**src/design/picr_pkg.sv**
```systemverilog
// Shared types and constants for the pulse interval capture ring.
`timescale 1ns / 1ps

package picr_pkg;

  localparam int unsigned OPCODE_W   = 2;
  localparam int unsigned RD_INDEX_W = 4;
  localparam int unsigned INTERVAL_W = 16;
  localparam int unsigned WR_INDEX_W = 4;
  localparam int unsigned USED_W     = 5;

  localparam logic [INTERVAL_W-1:0] OVERFLOW_PERIOD_RESET = 16'hFFFF;

  typedef enum logic [OPCODE_W-1:0] {
    OP_TICK  = 2'd0,
    OP_PULSE = 2'd1,
    OP_READ  = 2'd2
  } opcode_t;

endpackage

```
**src/design/picr_in_if.sv**
```systemverilog
// Request channel carrying one opcode and read index per transfer.
`timescale 1ns / 1ps

interface picr_in_if;
  import picr_pkg::*;

  logic                  valid;
  logic                  ready;
  logic [OPCODE_W-1:0]   opcode;
  logic [RD_INDEX_W-1:0] read_index;

  modport source (output valid, output opcode, output read_index, input ready);
  modport sink (input valid, input opcode, input read_index, output ready);
endinterface

```
**src/design/picr_out_if.sv**
```systemverilog
// Result channel carrying the capture status and read data of one request.
`timescale 1ns / 1ps

interface picr_out_if;
  import picr_pkg::*;

  logic                  valid;
  logic                  ready;
  logic                  event_captured;
  logic [INTERVAL_W-1:0] captured_interval;
  logic [WR_INDEX_W-1:0] write_index;
  logic [USED_W-1:0]     used_count;
  logic                  buffer_full;
  logic                  below_min_speed;
  logic                  overflow_seen;
  logic [INTERVAL_W-1:0] read_data;

  modport source (
    output valid, output event_captured, output captured_interval, output write_index,
    output used_count, output buffer_full, output below_min_speed, output overflow_seen,
    output read_data, input ready
  );
  modport sink (
    input valid, input event_captured, input captured_interval, input write_index,
    input used_count, input buffer_full, input below_min_speed, input overflow_seen,
    input read_data, output ready
  );
endinterface

```
**src/design/picr_store.sv**
```systemverilog
// Interval ring memory with per-entry valid bits and a registered read port.
`timescale 1ns / 1ps

module picr_store #(
  parameter int unsigned RING_DEPTH = 16
) (
  input  logic                                  clk,
  input  logic                                  rst,
  input  logic                                  wr_en,
  input  logic [$clog2(RING_DEPTH)-1:0]         wr_addr,
  input  logic [picr_pkg::INTERVAL_W-1:0]       wr_data,
  input  logic                                  rd_load,
  input  logic                                  rd_en,
  input  logic [$clog2(RING_DEPTH)-1:0]         rd_addr,
  output logic [picr_pkg::INTERVAL_W-1:0]       rd_data
);
  import picr_pkg::*;

  logic [INTERVAL_W-1:0] mem [RING_DEPTH];
  logic [RING_DEPTH-1:0] vld;
  logic [INTERVAL_W-1:0] rd_raw;
  logic                  rd_hit;

  always_ff @(posedge clk) begin
    if (wr_en) begin
      mem[wr_addr] <= wr_data;
    end
    if (rd_load) begin
      rd_raw <= mem[rd_addr];
    end
  end

  // Entries never written since reset read as zero.
  always_ff @(posedge clk) begin
    if (rst) begin
      vld    <= '0;
      rd_hit <= 1'b0;
    end else begin
      if (wr_en) begin
        vld[wr_addr] <= 1'b1;
      end
      if (rd_load) begin
        rd_hit <= rd_en && vld[rd_addr];
      end
    end
  end

  assign rd_data = rd_hit ? rd_raw : '0;

endmodule

```
**src/design/pulse_interval_capture_ring.sv**
```systemverilog
// Pulse interval capture ring: measures time between sensor pulses in timer ticks.
// Requests arrive on sensor_in: opcode 0 is a timer tick, 1 a sensor pulse and
// 2 a read of one stored interval at read_index. Every request yields exactly
// one result on result_out with the capture fields, the ring status and the
// read data. A tick that reaches overflow_period marks the speed as too slow,
// rewinds the ring and makes the next pulse store zero at entry 0.
// The configuration port writes overflow_period when cfg_we is high; write it
// only while no request is outstanding.
// The result is valid in the cycle after acceptance, and one request is taken
// every cycle while the receiver keeps up: all state updates and the ring write
// happen in the acceptance cycle, and the result register holds the outcome.
// When the receiver stalls, the result register holds and sensor_in.ready
// drops until the result is taken; a result taken in the same cycle lets a new
// request in at once. Synchronous reset clears the counter, pointer, flags and
// entry valid bits, so every entry reads as zero until written, and sets
// overflow_period to 65535.
`timescale 1ns / 1ps

module pulse_interval_capture_ring #(
  parameter int unsigned RING_DEPTH = 16
) (
  input  logic                            clk,
  input  logic                            rst,
  input  logic                            cfg_we,
  input  logic [picr_pkg::INTERVAL_W-1:0] cfg_wdata,
  picr_in_if.sink                         sensor_in,
  picr_out_if.source                      result_out
);
  import picr_pkg::*;

  localparam int unsigned IDX_W = $clog2(RING_DEPTH);
  localparam int unsigned CNT_W = $clog2(RING_DEPTH + 1);
  localparam logic [CNT_W-1:0] DEPTH_CNT = CNT_W'(RING_DEPTH);

  logic [INTERVAL_W-1:0] overflow_period;
  logic [INTERVAL_W-1:0] tick_counter, tick_counter_next;
  logic [IDX_W-1:0]      ring_pointer, ring_pointer_next;
  logic [CNT_W-1:0]      valid_entries, valid_entries_next;
  logic                  ring_wrapped, ring_wrapped_next;
  logic                  skip_first, skip_first_next;
  logic                  slow_flag, slow_flag_next;

  logic                  accept;
  logic                  out_valid;
  logic [INTERVAL_W-1:0] tick_inc;
  logic [CNT_W-1:0]      pulse_ptr;
  logic [INTERVAL_W-1:0] cap_value;
  logic                  cap_en;
  logic                  ovf;
  logic                  rd_en;
  logic                  rd_in_range;
  logic [INTERVAL_W-1:0] rd_data;

  logic                  event_captured;
  logic [INTERVAL_W-1:0] captured_interval;
  logic [WR_INDEX_W-1:0] write_index;
  logic                  overflow_seen;

  assign accept          = sensor_in.valid && sensor_in.ready;
  assign sensor_in.ready = !out_valid || result_out.ready;
  assign tick_inc        = tick_counter + 1'b1;
  assign rd_in_range     = 32'(sensor_in.read_index) < RING_DEPTH;

  always_comb begin
    tick_counter_next  = tick_counter;
    ring_pointer_next  = ring_pointer;
    valid_entries_next = valid_entries;
    ring_wrapped_next  = ring_wrapped;
    skip_first_next    = skip_first;
    slow_flag_next     = slow_flag;
    pulse_ptr          = CNT_W'(ring_pointer);
    cap_value          = '0;
    cap_en             = 1'b0;
    ovf                = 1'b0;
    rd_en              = 1'b0;
    case (sensor_in.opcode)
      OP_TICK: begin
        if (tick_inc >= overflow_period) begin
          ovf               = 1'b1;
          ring_pointer_next = '0;
          ring_wrapped_next = 1'b0;
          skip_first_next   = 1'b1;
          slow_flag_next    = 1'b1;
          tick_counter_next = '0;
        end else begin
          tick_counter_next = tick_inc;
        end
      end
      OP_PULSE: begin
        cap_en = 1'b1;
        if (skip_first) begin
          ring_wrapped_next = 1'b0;
          skip_first_next   = 1'b0;
          cap_value         = '0;
        end else begin
          slow_flag_next = 1'b0;
          pulse_ptr      = CNT_W'(ring_pointer) + 1'b1;
          cap_value      = tick_counter;
        end
        if (!ring_wrapped_next) begin
          valid_entries_next = pulse_ptr + 1'b1;
        end
        if (pulse_ptr >= DEPTH_CNT) begin
          pulse_ptr          = '0;
          valid_entries_next = DEPTH_CNT;
          ring_wrapped_next  = 1'b1;
        end
        ring_pointer_next = IDX_W'(pulse_ptr);
        tick_counter_next = '0;
      end
      OP_READ: begin
        rd_en = rd_in_range;
      end
      default: begin
      end
    endcase
  end

  always_ff @(posedge clk) begin
    if (rst) begin
      overflow_period <= OVERFLOW_PERIOD_RESET;
      tick_counter    <= '0;
      ring_pointer    <= '0;
      valid_entries   <= '0;
      ring_wrapped    <= 1'b0;
      skip_first      <= 1'b0;
      slow_flag       <= 1'b0;
      out_valid       <= 1'b0;
    end else begin
      if (cfg_we) begin
        overflow_period <= cfg_wdata;
      end
      if (accept) begin
        tick_counter  <= tick_counter_next;
        ring_pointer  <= ring_pointer_next;
        valid_entries <= valid_entries_next;
        ring_wrapped  <= ring_wrapped_next;
        skip_first    <= skip_first_next;
        slow_flag     <= slow_flag_next;
        out_valid     <= 1'b1;
      end else if (result_out.ready) begin
        out_valid <= 1'b0;
      end
    end
  end

  // Capture fields are registered; status fields come from the state registers.
  always_ff @(posedge clk) begin
    if (accept) begin
      event_captured    <= cap_en;
      captured_interval <= cap_value;
      write_index       <= cap_en ? WR_INDEX_W'(pulse_ptr) : '0;
      overflow_seen     <= ovf;
    end
  end

  picr_store #(
    .RING_DEPTH(RING_DEPTH)
  ) u_store (
    .clk     (clk),
    .rst     (rst),
    .wr_en   (accept && cap_en),
    .wr_addr (IDX_W'(pulse_ptr)),
    .wr_data (cap_value),
    .rd_load (accept),
    .rd_en   (rd_en),
    .rd_addr (IDX_W'(sensor_in.read_index)),
    .rd_data (rd_data)
  );

  assign result_out.valid             = out_valid;
  assign result_out.event_captured    = event_captured;
  assign result_out.captured_interval = captured_interval;
  assign result_out.write_index       = write_index;
  assign result_out.used_count        = USED_W'(valid_entries);
  assign result_out.buffer_full       = ring_wrapped;
  assign result_out.below_min_speed   = slow_flag;
  assign result_out.overflow_seen     = overflow_seen;
  assign result_out.read_data         = rd_data;

`ifndef SYNTHESIS
  a_accept_gives_result: assert property (@(posedge clk) disable iff (rst)
    accept |=> out_valid)
    else $error("accepted request produced no result");

  a_used_bounded: assert property (@(posedge clk) disable iff (rst)
    32'(valid_entries) <= RING_DEPTH)
    else $error("used entry count exceeds ring depth");

  a_wrapped_full: assert property (@(posedge clk) disable iff (rst)
    ring_wrapped |-> valid_entries == DEPTH_CNT)
    else $error("wrapped ring without full used count");

  a_overflow_status: assert property (@(posedge clk) disable iff (rst)
    out_valid && overflow_seen |-> slow_flag && !ring_wrapped && skip_first)
    else $error("overflow result with inconsistent status");

  a_capture_exclusive: assert property (@(posedge clk) disable iff (rst)
    out_valid && event_captured |-> !overflow_seen && !skip_first)
    else $error("capture reported together with overflow or pending first pulse");
`endif

endmodule

```
**src/flat_wrapper.sv**
```systemverilog
// flat-port wrapper written by rule: the top's interface ports become plain ports
module pulse_interval_capture_ring_flat import picr_pkg::*;
#(
  parameter int unsigned RING_DEPTH = 16
)
  (clk, rst, cfg_we, cfg_wdata, sensor_in_valid, sensor_in_opcode, sensor_in_read_index, sensor_in_ready, result_out_valid, result_out_event_captured, result_out_captured_interval, result_out_write_index, result_out_used_count, result_out_buffer_full, result_out_below_min_speed, result_out_overflow_seen, result_out_read_data, result_out_ready);
  picr_in_if sensor_in_i ();
  picr_out_if result_out_i ();
  input  logic clk;
  input  logic rst;
  input  logic cfg_we;
  input  logic [picr_pkg::INTERVAL_W-1:0] cfg_wdata;
  input wire logic [$bits(sensor_in_i.valid)-1:0] sensor_in_valid;
  input wire logic [$bits(sensor_in_i.opcode)-1:0] sensor_in_opcode;
  input wire logic [$bits(sensor_in_i.read_index)-1:0] sensor_in_read_index;
  output wire logic [$bits(sensor_in_i.ready)-1:0] sensor_in_ready;
  output wire logic [$bits(result_out_i.valid)-1:0] result_out_valid;
  output wire logic [$bits(result_out_i.event_captured)-1:0] result_out_event_captured;
  output wire logic [$bits(result_out_i.captured_interval)-1:0] result_out_captured_interval;
  output wire logic [$bits(result_out_i.write_index)-1:0] result_out_write_index;
  output wire logic [$bits(result_out_i.used_count)-1:0] result_out_used_count;
  output wire logic [$bits(result_out_i.buffer_full)-1:0] result_out_buffer_full;
  output wire logic [$bits(result_out_i.below_min_speed)-1:0] result_out_below_min_speed;
  output wire logic [$bits(result_out_i.overflow_seen)-1:0] result_out_overflow_seen;
  output wire logic [$bits(result_out_i.read_data)-1:0] result_out_read_data;
  input wire logic [$bits(result_out_i.ready)-1:0] result_out_ready;
  assign sensor_in_i.valid = sensor_in_valid;
  assign sensor_in_i.opcode = sensor_in_opcode;
  assign sensor_in_i.read_index = sensor_in_read_index;
  assign sensor_in_ready = sensor_in_i.ready;
  assign result_out_valid = result_out_i.valid;
  assign result_out_event_captured = result_out_i.event_captured;
  assign result_out_captured_interval = result_out_i.captured_interval;
  assign result_out_write_index = result_out_i.write_index;
  assign result_out_used_count = result_out_i.used_count;
  assign result_out_buffer_full = result_out_i.buffer_full;
  assign result_out_below_min_speed = result_out_i.below_min_speed;
  assign result_out_overflow_seen = result_out_i.overflow_seen;
  assign result_out_read_data = result_out_i.read_data;
  assign result_out_i.ready = result_out_ready;
  pulse_interval_capture_ring #(.RING_DEPTH(RING_DEPTH)) u_core (.clk(clk), .rst(rst), .cfg_we(cfg_we), .cfg_wdata(cfg_wdata), .sensor_in(sensor_in_i), .result_out(result_out_i));
endmodule
```
**config.mk**
```make
export PLATFORM = sky130hd
export DESIGN_NAME = pulse_interval_capture_ring_flat
export DESIGN_NICKNAME = d
export VERILOG_FILES = /design/src/design/picr_pkg.sv /design/src/design/picr_in_if.sv /design/src/design/picr_out_if.sv /design/src/design/picr_store.sv /design/src/design/pulse_interval_capture_ring.sv /design/src/flat_wrapper.sv
export SDC_FILE = /design/constraint.sdc
export NUM_CORES = 1
export LEC_CHECK = 0
export ABC_AREA = 1
export BUFFER_PORTS_ARGS = -buffer_cell sky130_fd_sc_hd__buf_2
export CAP_MARGIN = 25
export CORE_ASPECT_RATIO = 1.4
export CORE_MARGIN = 8
export CORE_UTILIZATION = 66
export CTS_CLUSTER_SIZE = 20
export DETAILED_ROUTE_END_ITERATION = 10
export PLACE_DENSITY = 0.85
export SETUP_SLACK_MARGIN = 0.1
export SKIP_LAST_GASP = 1
export SLEW_MARGIN = 20
export SYNTH_ARGS = -nofsm -noshare
export SYNTH_HDL_FRONTEND = slang
export SYNTH_HIERARCHICAL = 1
export SYNTH_SLANG_ARGS = --single-unit
```
**constraint.sdc**
```tcl
create_clock -name clk -period 6.4 [get_ports clk]
set_input_delay 1.28 -clock clk [delete_from_list [all_inputs] [get_ports clk]]
set_output_delay 1.28 -clock clk [all_outputs]
set_load 0.005 [all_outputs]
```
# Word-level counts from Yosys, hierarchy flattened
# Memory sizes are Yosys's and may differ from the RTL's. A register that Yosys moved wholly into a read port is not among the register bits.
# Cells that the tools add are included.
# Widths: inputs -> output; s select.
[word_totals]
latch_bits = 0
ramBits = 256
ff_bits = 84
output_inout_bits = 47
inputBits = 27
elab_cells = 75
memories = 1
mem_bits_ro = 0
[classes]
n_mul = 0
mux = 33
add_sub_neg = 3
shifts = 0
bitwise = 1
reduce_logical = 13
n_eq_ne = 5
div_mod_pow = 0
order_cmp = 5
[mem_list]
columns = ["name", "depth", "word_bits", "rd", "rd_clocked_by_memory_dff", "write_ports", "line", "source"]
rows = [
  ["u_core.u_store.mem", 16, 16, 1, 1, 1, "picr_store.sv:19", "logic [INTERVAL_W-1:0] mem [RING_DEPTH];"],
]
[op_table]
columns = ["op", "count"]
rows = [
  ["$mux 16", 4],
  ["$pmux 16 s2", 1],
  ["$mux 5", 4],
  ["$add 16x1->16 const B", 1],
  ["$ge 16x16->1", 1],
  ["$or 16x16->16", 1],
  ["$mux 1", 15],
  ["$mux 4", 3],
  ["$lt 4x5->1 const B", 2],
  ["$pmux 4 s2", 1],
  ["$pmux 1 s2", 3],
  ["$reduce_and 3->1", 2],
  ["$add 4x1->5 const B", 1],
  ["$add 5x1->5 const B", 1],
  ["$ge 5x5->1 const B", 1],
  ["$bmux 1 s4", 1],
  ["$demux 1 s4", 1],
  ["$ge 4x1->1 const B", 1],
  ["$logic_and 1x1->1", 4],
  ["$ne 2x1->1 const B", 2],
  ["$reduce_and 4->1", 1],
  ["$reduce_bool 2->1", 2],
  ["$eq 2x1->1 const B", 1],
  ["$eq 2x2->1 const B", 1],
  ["other kinds (5)", 5],
]

# Logic depth before layout (Yosys ltp)
[depth]
word_depth = 11
ltp_mapped = 19
depth_no_buf = 18

# Cells and area by module
# The synthesis kept the hierarchy.
[by_module_without_submodules]
columns = ["mod", "seq_area_each_um2", "n_inst", "cells_each", "area_each_um2"]
rows = [
  ["picr_store", 8508.2, 1, 865, 11312.1],
  ["pulse_interval_capture_ring", 1561.5, 1, 418, 3382.0],
]

# Worst setup path after synthesis
# OpenSTA, ideal clock, no wires.
[synth_path]
kind = "input-to-reg"
start = "input port sensor_in_opcode[0]"
end = "memory u_core.u_store.mem[12][0], enable pin"
stages = 9
t_arrival_ps = 2884
t_required_ps = 6010
path_slack_ps = 3126
cell_sequence = "inv_2 -> nor2_4 -> inv_2 -> nor2_1 -> o21bai_1 -> inv_1 -> nor3_1 -> inv_1 -> nor2_1"
[synth_via]
elab_chain_cells = 5
[synth_rtl]
columns = ["item", "line", "source"]
rows = [
  ["start: declaration", "flat_wrapper.sv:14", "input wire logic [$bits(sensor_in_i.opcode)-1:0] sensor_in_opcode;"],
  ["$eq 2x1->1", "pulse_interval_capture_ring.sv:76", "case (sensor_in.opcode)"],
  ["$mux 1", "pulse_interval_capture_ring.sv:76", ""],
  ["net u_core.cap_en", "pulse_interval_capture_ring.sv:48", "logic cap_en;"],
  ["$logic_and 1x1->1", "pulse_interval_capture_ring.sv:162", ".wr_en (accept && cap_en),"],
  ["$mux 1", "picr_store.sv:25", "if (wr_en) begin"],
  ["$mux 1 (implied by the code)", "picr_store.sv:26", "mem[wr_addr] <= wr_data;"],
  ["end: declaration", "picr_store.sv:19", ""],
]
# The timed path passes the listed nets, and every way through them passes these cells.

==> impl_summary.log <==
[metrics] full die area: 27400 um2
[metrics] area leader, netlist: edfxtp_1
[metrics] final setup fails: 0
[metrics] Sw Share: 0.209
[metrics] count leader, synth: edfxtp_1
[metrics] Synth warnings: 6
[metrics] top cell type's share of synthesized area: 0.601
[metrics] fmax: 297 MHz
[metrics] slew at the pin closest to its max-slew limit: 1060 ps
[metrics] clock-pin slew of the registers on the worst-case setup and hold paths: 70 ps
[metrics] required arrival time at the worst endpoint: 6820 ps
[metrics] Post-DRT Antenna Nets: 0
[metrics] number of buffers on the longest clock path: 3
[metrics] run status: finished clean
[metrics] sequential cell fraction of total power: 0.533
[metrics] worst-case hold slack: 465 ps
[metrics] standard cell with the maximum stage delay on the critical path: buf_4
[metrics] final critical-path required period: 3360 ps
[metrics] leakage: 5.83 nW
[metrics] aggregate global-route resource usage: 0.266
[metrics] commonest register cell after synthesis: edfxtp_1
[metrics] peak ir drop on the vdd network: 0.223 mV
[metrics] PwrDens: 288 nW/um2
[metrics] number of detailed-routing iterations run before antenna repair: 5
[metrics] combinational cell fraction of total power: 0.050
[metrics] r2r endpoint: u_core/u_store/mem[13][5]
[metrics] Worst slew margin: 0.294
[metrics] Iter 0 DRT Violations: 1293
[metrics] most frequent cell on the critical path: buf_4
[metrics] maximum number of pins on one net before global-route repair: 77
[metrics] Gates resized, CTS repair: 0
[metrics] final max-slew violation count: 0
[metrics] depth of the CTS H-tree: 1
[metrics] Nets: 1388
[metrics] Avg Vias per Cell: 6.36
[metrics] TritonCTS clock tree: yes
[metrics] FF-to-FF Start: u_core/skip_first
[metrics] sequential element share of the synthesized area: 0.685
[metrics] nature of the critical path endpoint: flop
[metrics] unrepaired setup endpoints after global routing: no
[metrics] number of placed I/O pins: 74
[metrics] final HPWL from detailed placement: 20.7 mm
[metrics] clock network latency to the later pin of the worst-skew pair: 560 ps
[metrics] GR Overflow Total: 0
[metrics] RD Place Congestion: 0.903
[metrics] Max-cap violations: 0
[metrics] number of distinct library cells after synthesis: 39
[metrics] clock root buffer: clkbuf_16
[metrics] cell-by-cell listing of the critical path: buf_4 -> inv_4 -> buf_4 -> o21ai_0 -> o221ai_1 -> o211ai_1 -> nand2_1
[metrics] Max stage delay on crit path: 720 ps
[metrics] number of setup buffers added after CTS: 0
[metrics] CTS Hold Buffers Added: 0
[metrics] HP Start: u_core/result_out.below_min_speed
[metrics] #FFs+latches synth: 356
[metrics] antenna cells: 0
[metrics] wirelength, routed: 36.3 mm
[metrics] ratio of cells with drive above 1 in the final layout: 0.139
[metrics] Core Area: 21900 um2
[metrics] instance count of the mapped netlist: 1283
[metrics] worst clock skew: 12.0 ps
[metrics] total number of vias: 10600
[metrics] share of the core filled with cells in the final layout: 0.751
[metrics] number of global-route vias before repair: 10500
[metrics] row cnt: 64
[metrics] number of failing hold endpoints at the final stage: 0
[metrics] Hold Path Class: flop to flop
[metrics] die extent in x: 142 um
[metrics] Reg2Reg Setup Slack: 3290 ps
[metrics] # port buffers: 73
[metrics] total nets after synthesis: 1330
[metrics] Switching Power: 0.990 mW
[metrics] number of clock buffers inserted by TritonCTS: 30
[metrics] mean area per synthesized cell: 11.5 um2
[metrics] most instantiated cells after synthesis: 294 x edfxtp_1, 208 x nor2_1, 143 x o21ai_0
[metrics] Clock Sinks: 356
[metrics] Data arrival, critical path: 3790 ps
[metrics] internal portion of total power: 3.74 mW
[metrics] crit path kind: primary input to flop
[metrics] routed length per instance: 21.8 um
[metrics] type of element launching the critical path: primary input
[metrics] cell depth of the worst flop-to-flop path: 9
[metrics] DRC Markers: 0
[metrics] biggest area contributors in the synthesized netlist: edfxtp_1 60%, dfxtp_1 8.4%, nor2_1 5.3%, o21ai_0 4.9%, nand2_1 3.6%
[metrics] number of cells on the worst hold path: 2
[metrics] Layout area overhead: 11.7%
[metrics] Starting Density: 0.672
[metrics] number of antenna violations at the first check in global routing: 1
[metrics] setup tns final: 0 ps
[metrics] Synth async-reset ratio: 0
[metrics] portion of the clock cycle consumed by the worst path in the final layout: 0.525
[metrics] CP max FO: 76
[metrics] wire length of the first global-routing pass: 56.2 mm
[metrics] share of power burned in the clock network: 0.417
[metrics] cell area after synthesis: 14700 um2
[metrics] end point of the worst hold path: u_core/result_out.below_min_speed
[metrics] die height: 193 um
[metrics] count of flip-flops with a built-in enable after synthesis: 294
==> worst max path at each step <==
stage	startpoint	to	slack (ps)	depth (start not counted)
3_3_place_gp	sensor_in_read_index[2]	u_core/u_store/rd_raw[5]	2600	4
4_1_cts	sensor_in_read_index[0]	u_core/u_store/rd_raw[10]	3130	7
5_1_grt	sensor_in_read_index[0]	u_core/u_store/rd_raw[8]	2910	7
2_1_floorplan	sensor_in_opcode[0]	u_core/u_store/mem[12][0]	3130	9
6_report	sensor_in_read_index[0]	u_core/u_store/rd_raw[10]	3040	7
3_5_place_dp	sensor_in_read_index[2]	u_core/u_store/rd_raw[5]	2630	4
==> layout make-up <==
type	count	area [um2]
clock buffers	43	922
clock inverters	13	176
fillers	1328	5450
inverters	110	417
multi-input cells	748	3900
flip-flops and latches	356	10100
well taps	297	372
repair buffers	95	548
==> power groups by stage <==
stage | Combinational, mW | Sequential, mW | Clock, mW
floorplan | 0.156 | 2.57 | 0
global placement | 0.216 | 2.57 | 0
detailed placement | 0.225 | 2.58 | 0
CTS | 0.230 | 2.52 | 1.99
global route | 0.254 | 2.53 | 2.07
finish | 0.236 | 2.52 | 1.97
==> stage by stage <==
stage          cells  setup slack (ps)  cell area [um2]  power [mW]
2_1_floorplan   1283              3130            14700        2.73
3_3_place_gp    1600              2600            15200        2.79
3_5_place_dp    1605              2630            15300        2.80
4_1_cts         1661              3130            16400        4.74
5_1_grt         1662              2910            16400        4.85
6_report        1662              3040            16400        4.73
==> worst max-delay path: cells and delay by family <==
kind            cells  cell delay, ps
simple gates        1             100
buf+inv             3            1540
compound gates      3             770
==> cell usage in the layout, fill, tap and decap left out, types with 32 or more instances in the layout <==
master,n
a21oi_1,55
nor2_1,185
o221ai_1,48
inv_1,102
buf_2,72
edfxtp_1,294
nand2_1,141
dfxtp_1,62
o21ai_0,143
clkbuf_16,32
nand3_1,41
==> metal layers <==
layer,wire [um],part of all wire,GRT usage,vias up
li1,-,-,-,4642
met1,12500,0.34,0.309,4997
met2,18200,0.50,0.460,771
met3,3570,0.098,0.0490,156
met4,1970,0.054,0.146,2
met5,13,0.00036,0,-
==> logic make-up (layout without fill, tap and decap cells) <==
family | count (synthesis) | after routing | share of synthesized area
adders and majority gates | 20 | 20 | 0.0170
AOI/OAI and AO/OA | 296 | 296 | 0.119
DFF | 356 | 356 | 0.685
xor gates and xnor gates | 16 | 16 | 0.0100
buffers and inverters | 179 | 261 | 0.0530
and+or+nand+nor | 416 | 416 | 0.116
==> sequential cells by signal (all words and copies together) (netlist names), 4 cells and up <==
name,count
u_core/u_store/mem,256
u_core/overflow_period,16
u_core/result_out.captured_interval,16
u_core/tick_counter,16
u_core/u_store/rd_raw,16
u_core/u_store/vld,16
u_core/result_out.used_count,5
u_core/result_out.write_index,4
u_core/ring_pointer,4
No activity file was read; power rests on OpenSTA's default activity.
